--- src/rtl/core/mve_pkg.sv ---
// ----------------------------------------------------------------------------
// mve_pkg
// Shared types and constants for the MessagePack value encoder.
// ----------------------------------------------------------------------------
package mve_pkg;

    // Input kind codes.
    localparam logic [3:0] KIND_NIL  = 4'd0;
    localparam logic [3:0] KIND_BOOL = 4'd1;
    localparam logic [3:0] KIND_INT  = 4'd2;
    localparam logic [3:0] KIND_UINT = 4'd3;
    localparam logic [3:0] KIND_DBL  = 4'd4;
    localparam logic [3:0] KIND_STR  = 4'd5;
    localparam logic [3:0] KIND_ARR  = 4'd6;
    localparam logic [3:0] KIND_MAP  = 4'd7;
    localparam logic [3:0] KIND_RAW  = 4'd8;

    // MessagePack marker bytes.
    localparam logic [7:0] MK_NIL    = 8'hC0;
    localparam logic [7:0] MK_FALSE  = 8'hC2;
    localparam logic [7:0] MK_TRUE   = 8'hC3;
    localparam logic [7:0] MK_U8     = 8'hCC;
    localparam logic [7:0] MK_U16    = 8'hCD;
    localparam logic [7:0] MK_U32    = 8'hCE;
    localparam logic [7:0] MK_U64    = 8'hCF;
    localparam logic [7:0] MK_I8     = 8'hD0;
    localparam logic [7:0] MK_I16    = 8'hD1;
    localparam logic [7:0] MK_I32    = 8'hD2;
    localparam logic [7:0] MK_I64    = 8'hD3;
    localparam logic [7:0] MK_DBL    = 8'hCB;
    localparam logic [7:0] MK_FIXSTR = 8'hA0;
    localparam logic [7:0] MK_STR8   = 8'hD9;
    localparam logic [7:0] MK_STR16  = 8'hDA;
    localparam logic [7:0] MK_STR32  = 8'hDB;
    localparam logic [7:0] MK_FIXARR = 8'h90;
    localparam logic [7:0] MK_ARR16  = 8'hDC;
    localparam logic [7:0] MK_ARR32  = 8'hDD;
    localparam logic [7:0] MK_FIXMAP = 8'h80;
    localparam logic [7:0] MK_MAP16  = 8'hDE;
    localparam logic [7:0] MK_MAP32  = 8'hDF;

    // Command queue between classifier and serializer.
    localparam int CMD_DEPTH = 4;
    localparam int CMD_PTR_W = $clog2(CMD_DEPTH);

    // One classified item: the leading byte, the number of payload bytes
    // behind it and the payload aligned to the top of the word.
    typedef struct packed {
        logic [7:0]  head;
        logic [3:0]  nbytes;
        logic [63:0] data;
    } t_cmd;

endpackage

--- src/rtl/core/msgpack_value_encoder.sv ---
// ----------------------------------------------------------------------------
// msgpack_value_encoder
// Encodes one typed value per request into its MessagePack byte sequence.
// ----------------------------------------------------------------------------
// Each input request carries a kind (nil, bool, signed int, unsigned int,
// double, string header, array header, map header or raw byte) and a 64-bit
// value. The block returns the MessagePack encoding of that value one byte per
// result request, most significant byte first, with last set on the final
// byte. Integers take the shortest form, lengths keep only their low 32 bits,
// and an unused kind is accepted and produces no bytes. The output side moves
// one byte per clock while pop keeps taking them; that single byte lane sets
// the sustained rate for items of 1 to 9 encoded bytes. The input side accepts
// a new request in any cycle in which full is low, even while earlier items
// are still being sent, because a four-entry command queue sits between the
// classifier and the serializer. The first byte passes through the queue and
// then the output register before it appears on the result ports. There is no
// configuration and no state is kept between items.
// ----------------------------------------------------------------------------
module msgpack_value_encoder
    import mve_pkg::*;
(
    input  logic        i_clk,
    input  logic        i_rst_n,
    input  logic        push,
    output logic        full,
    input  logic [3:0]  i_kind,
    input  logic [63:0] i_value,
    output logic        empty,
    input  logic        pop,
    output logic [7:0]  o_out_byte,
    output logic        o_last
);

    logic cls_valid;
    t_cmd cls_cmd;
    t_cmd q_cmd;
    logic q_empty;
    logic q_pop;

    // Front end: choose the marker and payload length for the item.
    mve_classify u_classify (
        .i_kind  (i_kind),
        .i_value (i_value),
        .o_valid (cls_valid),
        .o_cmd   (cls_cmd)
    );

    // Items of an unused kind are accepted but never enter the queue.
    mve_cmd_fifo u_cmd_fifo (
        .i_clk   (i_clk),
        .i_rst_n (i_rst_n),
        .i_push  (push && cls_valid),
        .i_cmd   (cls_cmd),
        .o_full  (full),
        .i_pop   (q_pop),
        .o_cmd   (q_cmd),
        .o_empty (q_empty)
    );

    // Back end: stream the marker and payload bytes.
    mve_serializer u_serializer (
        .i_clk       (i_clk),
        .i_rst_n     (i_rst_n),
        .i_cmd       (q_cmd),
        .i_cmd_empty (q_empty),
        .o_cmd_pop   (q_pop),
        .o_out_byte  (o_out_byte),
        .o_last      (o_last),
        .o_empty     (empty),
        .i_pop       (pop)
    );

endmodule

--- src/rtl/core/mve_classify.sv ---
// ----------------------------------------------------------------------------
// mve_classify
// Front end: picks the shortest MessagePack form for one value item.
// ----------------------------------------------------------------------------
module mve_classify
    import mve_pkg::*;
(
    input  logic [3:0]  i_kind,
    input  logic [63:0] i_value,
    output logic        o_valid,
    output t_cmd        o_cmd
);

    logic [31:0] len;
    logic [3:0]  nbytes;
    logic [7:0]  head;

    assign len = i_value[31:0];

    always_comb begin
        o_valid = 1'b1;
        head    = MK_NIL;
        nbytes  = 4'd0;
        case (i_kind)
            KIND_NIL: begin
                head = MK_NIL;
            end
            KIND_BOOL: begin
                head = i_value[0] ? MK_TRUE : MK_FALSE;
            end
            KIND_INT, KIND_UINT: begin
                if ((i_kind == KIND_UINT) || !i_value[63]) begin
                    if (~|i_value[63:7]) begin
                        head = i_value[7:0];
                    end else if (~|i_value[63:8]) begin
                        head = MK_U8;  nbytes = 4'd1;
                    end else if (~|i_value[63:16]) begin
                        head = MK_U16; nbytes = 4'd2;
                    end else if (~|i_value[63:32]) begin
                        head = MK_U32; nbytes = 4'd4;
                    end else begin
                        head = MK_U64; nbytes = 4'd8;
                    end
                end else begin
                    if (&i_value[63:5]) begin
                        head = i_value[7:0];
                    end else if (&i_value[63:7]) begin
                        head = MK_I8;  nbytes = 4'd1;
                    end else if (&i_value[63:15]) begin
                        head = MK_I16; nbytes = 4'd2;
                    end else if (&i_value[63:31]) begin
                        head = MK_I32; nbytes = 4'd4;
                    end else begin
                        head = MK_I64; nbytes = 4'd8;
                    end
                end
            end
            KIND_DBL: begin
                head = MK_DBL; nbytes = 4'd8;
            end
            KIND_STR: begin
                if (~|len[31:5]) begin
                    head = MK_FIXSTR | {3'b000, len[4:0]};
                end else if (~|len[31:8]) begin
                    head = MK_STR8;  nbytes = 4'd1;
                end else if (~|len[31:16]) begin
                    head = MK_STR16; nbytes = 4'd2;
                end else begin
                    head = MK_STR32; nbytes = 4'd4;
                end
            end
            KIND_ARR, KIND_MAP: begin
                if (~|len[31:4]) begin
                    head = ((i_kind == KIND_ARR) ? MK_FIXARR : MK_FIXMAP)
                         | {4'b0000, len[3:0]};
                end else if (~|len[31:16]) begin
                    head = (i_kind == KIND_ARR) ? MK_ARR16 : MK_MAP16;
                    nbytes = 4'd2;
                end else begin
                    head = (i_kind == KIND_ARR) ? MK_ARR32 : MK_MAP32;
                    nbytes = 4'd4;
                end
            end
            KIND_RAW: begin
                head = i_value[7:0];
            end
            default: begin
                // Unused kinds are taken and dropped.
                o_valid = 1'b0;
            end
        endcase
    end

    // Left-align the payload so the serializer always takes the top byte.
    always_comb begin
        o_cmd.head   = head;
        o_cmd.nbytes = nbytes;
        case (nbytes)
            4'd1:    o_cmd.data = {i_value[7:0], 56'd0};
            4'd2:    o_cmd.data = {i_value[15:0], 48'd0};
            4'd4:    o_cmd.data = {i_value[31:0], 32'd0};
            default: o_cmd.data = i_value;
        endcase
    end

endmodule

--- src/rtl/core/mve_cmd_fifo.sv ---
// ----------------------------------------------------------------------------
// mve_cmd_fifo
// Short command queue that decouples the classifier from the serializer.
// ----------------------------------------------------------------------------
module mve_cmd_fifo
    import mve_pkg::*;
(
    input  logic i_clk,
    input  logic i_rst_n,
    input  logic i_push,
    input  t_cmd i_cmd,
    output logic o_full,
    input  logic i_pop,
    output t_cmd o_cmd,
    output logic o_empty
);

    t_cmd                 r_mem [CMD_DEPTH];
    logic [CMD_PTR_W-1:0] r_wr_ptr;
    logic [CMD_PTR_W-1:0] r_rd_ptr;
    logic [CMD_PTR_W:0]   r_count;
    logic                 do_push;
    logic                 do_pop;

    assign o_full  = (r_count == CMD_PTR_W'(0) + (CMD_PTR_W+1)'(CMD_DEPTH));
    assign o_empty = (r_count == '0);
    assign do_push = i_push && !o_full;
    assign do_pop  = i_pop && !o_empty;
    assign o_cmd   = r_mem[r_rd_ptr];

    always_ff @(posedge i_clk) begin
        if (do_push) begin
            r_mem[r_wr_ptr] <= i_cmd;
        end
    end

    always_ff @(posedge i_clk) begin
        if (!i_rst_n) begin
            r_wr_ptr <= '0;
            r_rd_ptr <= '0;
            r_count  <= '0;
        end else begin
            if (do_push) begin
                r_wr_ptr <= r_wr_ptr + CMD_PTR_W'(1);
            end
            if (do_pop) begin
                r_rd_ptr <= r_rd_ptr + CMD_PTR_W'(1);
            end
            case ({do_push, do_pop})
                2'b10:   r_count <= r_count + (CMD_PTR_W+1)'(1);
                2'b01:   r_count <= r_count - (CMD_PTR_W+1)'(1);
                default: r_count <= r_count;
            endcase
        end
    end

endmodule

--- src/rtl/core/mve_serializer.sv ---
// ----------------------------------------------------------------------------
// mve_serializer
// Back end: sends each command as a stream of bytes through an output register.
// ----------------------------------------------------------------------------
module mve_serializer
    import mve_pkg::*;
(
    input  logic       i_clk,
    input  logic       i_rst_n,
    input  t_cmd       i_cmd,
    input  logic       i_cmd_empty,
    output logic       o_cmd_pop,
    output logic [7:0] o_out_byte,
    output logic       o_last,
    output logic       o_empty,
    input  logic       i_pop
);

    logic        r_busy;
    logic [3:0]  r_left;
    logic [63:0] r_data;
    logic        r_out_valid;
    logic [7:0]  r_out_byte;
    logic        r_last;

    logic        n_busy;
    logic [3:0]  n_left;
    logic [63:0] n_data;
    logic        n_out_valid;
    logic [7:0]  n_out_byte;
    logic        n_last;
    logic        advance;

    // The output slot moves on when it is empty or its byte is taken.
    assign advance = !r_out_valid || i_pop;

    always_comb begin
        n_busy      = r_busy;
        n_left      = r_left;
        n_data      = r_data;
        n_out_valid = r_out_valid;
        n_out_byte  = r_out_byte;
        n_last      = r_last;
        o_cmd_pop   = 1'b0;
        if (advance) begin
            if (r_busy) begin
                n_out_valid = 1'b1;
                n_out_byte  = r_data[63:56];
                n_last      = (r_left == 4'd1);
                n_data      = {r_data[55:0], 8'd0};
                n_left      = r_left - 4'd1;
                n_busy      = (r_left != 4'd1);
            end else if (!i_cmd_empty) begin
                // The leading byte goes straight out of the queue head.
                o_cmd_pop   = 1'b1;
                n_out_valid = 1'b1;
                n_out_byte  = i_cmd.head;
                n_last      = (i_cmd.nbytes == 4'd0);
                n_busy      = (i_cmd.nbytes != 4'd0);
                n_left      = i_cmd.nbytes;
                n_data      = i_cmd.data;
            end else begin
                n_out_valid = 1'b0;
            end
        end
    end

    always_ff @(posedge i_clk) begin
        if (!i_rst_n) begin
            r_busy      <= 1'b0;
            r_out_valid <= 1'b0;
        end else begin
            r_busy      <= n_busy;
            r_out_valid <= n_out_valid;
        end
    end

    always_ff @(posedge i_clk) begin
        r_left     <= n_left;
        r_data     <= n_data;
        r_out_byte <= n_out_byte;
        r_last     <= n_last;
    end

    assign o_out_byte = r_out_byte;
    assign o_last     = r_last;
    assign o_empty    = !r_out_valid;

    a_busy_count: assert property (@(posedge i_clk) disable iff (!i_rst_n)
        r_busy |-> (r_left != 4'd0) && (r_left <= 4'd8))
        else $error("payload count out of range while busy");

    a_busy_has_output: assert property (@(posedge i_clk) disable iff (!i_rst_n)
        r_busy |-> r_out_valid)
        else $error("payload pending but output slot empty");

    a_last_payload: assert property (@(posedge i_clk) disable iff (!i_rst_n)
        (r_busy && advance) |=> r_out_valid && (o_last == ($past(r_left) == 4'd1)))
        else $error("last flag does not match payload count");

    a_no_load_while_busy: assert property (@(posedge i_clk) disable iff (!i_rst_n)
        o_cmd_pop |-> !r_busy && !i_cmd_empty)
        else $error("command taken while previous one is still sending");

endmodule
--- config.mk ---
export PLATFORM = sky130hd
export DESIGN_NAME = msgpack_value_encoder
export DESIGN_NICKNAME = d
export VERILOG_FILES = /design/src/rtl/core/mve_pkg.sv /design/src/rtl/core/msgpack_value_encoder.sv /design/src/rtl/core/mve_classify.sv /design/src/rtl/core/mve_cmd_fifo.sv /design/src/rtl/core/mve_serializer.sv
export SDC_FILE = /design/constraint.sdc
export NUM_CORES = 1
export LEC_CHECK = 0
export BUFFER_PORTS_ARGS = -buffer_cell sky130_fd_sc_hd__buf_2
export CAP_MARGIN = 15
export CORE_MARGIN = 2
export CORE_UTILIZATION = 56
export CTS_CLUSTER_DIAMETER = 60
export DETAILED_ROUTE_END_ITERATION = 8
export PLACE_DENSITY_LB_ADDON = 0.25
export SLEW_MARGIN = 30
export SYNTH_ARGS = -nofsm -noshare
export SYNTH_HDL_FRONTEND = slang
export SYNTH_SLANG_ARGS = --single-unit
--- constraint.sdc ---
create_clock -name i_clk -period 10.3 [get_ports i_clk]
set_input_delay 1.545 -clock i_clk [delete_from_list [all_inputs] [get_ports i_clk]]
set_output_delay 1.545 -clock i_clk [all_outputs]
set_load 0.03 [all_outputs]
==> flow_metrics.py <==
metrics = {
    "drt": {
        "highest_layer": "met5",
        "drc_errors": 0,
        "routed_via_density": 6.43,
        "ant_nets": 0,
        "dr.pass1.iters": 6,
        "wl_met2_mm": 17.4,
        "drt_iter0_drc": 1106,
        "wl_mm": 37.2,
        "vias": 9054,
        "wl_met1_mm": 15.1,
        "wire_per_inst_um": 26.4,
        "dr_wl_met3_mm": 3.42,
    },
    "timing": {
        "timing.final.crit_share_pct": 42.8,
        "slew_viol_final": 0,
        "min_period_ps": 4410,
        "clock.fmax_mhz": 227,
        "max_slew_margin_pct": 38.7,
        "skew_ps": 18.7,
        "hold_slack_ps": 536,
        "grt_setup_unrepaired": "no",
        "setup_viol": 0,
        "finalHoldViolCount": 0,
        "fin_tns_setup_ps": 0,
        "worstMarginPinSlew_ps": 920,
    },
    "clock_network": {
        "cts.clk_slew.worst_paths_ps": 60,
        "root_buffer": "clkbuf_16",
        "cts.hold.buffers_added": 0,
        "post_cts_buffers": 0,
        "clkLatencyLatePin_ps": 550,
        "cts_buffers": 42,
        "h-tree-depth": 2,
        "cts_resized": 0,
        "cts_tree": "done",
        "cts.sinks": 392,
        "cts_buffer_depth": 3,
    },
    "finish": {
        "nets": 1073,
        "syn_to_final_growth_pct": 12.8,
        "final_common_cell": "edfxtp_1",
        "finalInstanceArea_um2": 18500,
        "layout-drive-gt1-share_pct": 30.9,
        "final_cell_mix": "edfxtp_1 (381), buf_2 (82), mux4_2 (76)",
    },
    "power": {
        "power_frac_comb_pct": 20.0,
        "powerDensity_nw_per_um2": 248,
        "swShare_pct": 26.8,
        "total_power_mw": 4.59,
        "ir_worst_vdd_v": 0.000146,
        "intPower_mw": 3.36,
        "power.static_leakage_nw": 6.01,
        "seq_power_share_pct": 49.0,
        "p_switching_mw": 1.23,
        "power_frac_clock_pct": 30.9,
    },
    "setup_path": {
        "required_ps": 10580,
        "cp.arrival_ps": 4690,
        "end_kind": "flip-flop",
        "path_max_fanout": 43,
        "cp-start-kind": "input pin",
        "criticalPathCategory": "in -> reg",
        "reg2reg_slack_ps": 7130,
    },
    "placed_design": {
        "hpwl_mm": 23.5,
        "place_area_um2": 17200,
        "globalplace.congestion": 0.895,
        "portBuffers": 82,
    },
    "grt": {
        "antenna_found_initial": 3,
        "grt_pass1_vias": 8911,
        "grt_pass1_wl_mm": 55.9,
        "overflow": 0,
        "grt.total_usage_pct": 24.9,
        "grt_max_degree": 49,
    },
    "synthesis": {
        "synth-xor-area-share_pct": 0.374,
        "ys.flop_type": "edfxtp_1",
        "syn-cell-area_um2": 16400,
        "synth_top_family_by_area": "multiplexers",
        "synthTopCellsByArea": "edfxtp_1 (70%), mux4_2 (10%), mux2_2 (4.4%)",
        "yosysTopAreaCellShare_pct": 69.8,
        "yosysWarnings": 0,
        "synth_cell_type_count": 60,
        "synth-edff-count": 381,
        "yosys.area_share.simple_pct": 6.55,
        "synth_compound_area_share_pct": 4.56,
        "synth_top_area_cell": "edfxtp_1",
        "synthMuxAreaShare_pct": 14.9,
        "syn_avg_cell_area_um2": 18.1,
        "synthArstFlopShare_pct": 0,
        "yosysSeqAreaShare_pct": 71.1,
        "synth_nets": 984,
        "syn_inst": 904,
        "synth_fa_ha_area_share_pct": 0.656,
        "ys_ff_latch": 392,
    },
    "die": {
        "pin_count": 83,
        "die_w_um": 175,
        "die-area_um2": 30700,
        "core_area_um2": 28800,
        "num_rows": 62,
        "start_util_pct": 57.0,
        "die_y_um": 175,
    },
    "status": {
        "status": "finished clean",
    },
    "job": {
        "cap_viol_max_count": 0,
    },
    "worst_hold_path": {
        "hold_path.class": "reg -> reg",
    },
}
[synthesized netlist by cell type, drive strengths merged (4+ instances only)]
library cell / number
a21boi: 5
a21oi: 13
a22o: 20
a22oi: 14
a31oi: 8
and2: 53
buf: 27
clkbuf: 20
dfxtp: 11
edfxtp: 381
ha: 7
inv: 20
mux2: 64
mux4: 76
nand2: 34
nand2b: 4
nand4: 16
nor2: 18
nor2b: 4
nor3: 16
nor4: 24
o21ai: 24
or3: 5
or4: 4
xnor2: 5
[critical path, stage by stage]
cell and delay, ps:
buf_2 130, nor4_1 460, nand2_1 170, or4_1 590, o22ai_1 230, a21o_2 670
nor3_4 260, buf_4 330, and2_1 250
[power by group through the flow]
stage          logic, mW  clock network, mW  registers, mW
2_1_floorplan      0.640                  0           2.27
3_3_place_gp       0.901                  0           2.28
3_5_place_dp       0.930                  0           2.28
4_1_cts            0.935               1.44           2.26
5_1_grt            0.998               1.50           2.28
6_report           0.920               1.42           2.25
[path summary, 6_finish.rpt]
| check | startpoint | endpoint | depth (start not counted) |
|---|---|---|---|
| worst min-delay path | u_cmd_fifo.r_count[2] | u_cmd_fifo.r_count[2] | 2 |
| worst min register to register | u_cmd_fifo.r_count[2] | u_cmd_fifo.r_count[2] | 2 |
| worst max register to register | u_cmd_fifo.r_count[0] | u_cmd_fifo.r_mem[0][51] | 5 |
| worst max-delay path | i_value[32] | u_cmd_fifo.r_mem[1][31] | 9 |
[area by class of cell]
type                       count  area, µm²
multi-input combinational    444       4460
sequential                   392      11700
inverter                      21       80.1
clock inverter                20        195
antenna                        2       5.00
timing repair buffer          92        509
fill                        1999      10300
clock buffer                  53       1090
tap                          384        480
[cell families after synthesis]
logic type               Yosys count
adder cells (fa/ha/maj)            8
XOR/XNOR                           7
AND/OR/NAND/NOR                  188
multiplexers                     141
buffers and inverters             68
AO/OA/AOI/OAI                    100
flip-flops                       392
[state kept, by name, indices dropped and copies added (netlist names), named ones only]
register / flops
u_serializer.r_busy: 1
u_serializer.r_data: 64
u_serializer.o_last: 1
u_cmd_fifo.r_wr_ptr: 2
u_serializer.r_out_valid: 1
u_cmd_fifo.r_count: 3
u_serializer.r_left: 4
u_serializer.o_out_byte: 8
u_cmd_fifo.r_rd_ptr: 2
u_cmd_fifo.r_mem: 304
[routing by layer]
metal | vias up | GRT usage, %
li1 | 3863 | -
met1 | 4611 | 36.1
met2 | 481 | 38.5
met3 | 97 | 4.85
met4 | 2 | 8.23
met5 | - | 0
[through the flow]
stage          cells  utilization, %  setup WS [ps]
2_1_floorplan    904               -           4930
3_3_place_gp    1332            59.6           5510
3_5_place_dp    1333            59.7           5440
4_1_cts         1406            64.2           5960
5_1_grt         1407            64.3           5780
6_report        1408            64.3           5890
No activity file was read; power rests on OpenSTA's default activity.
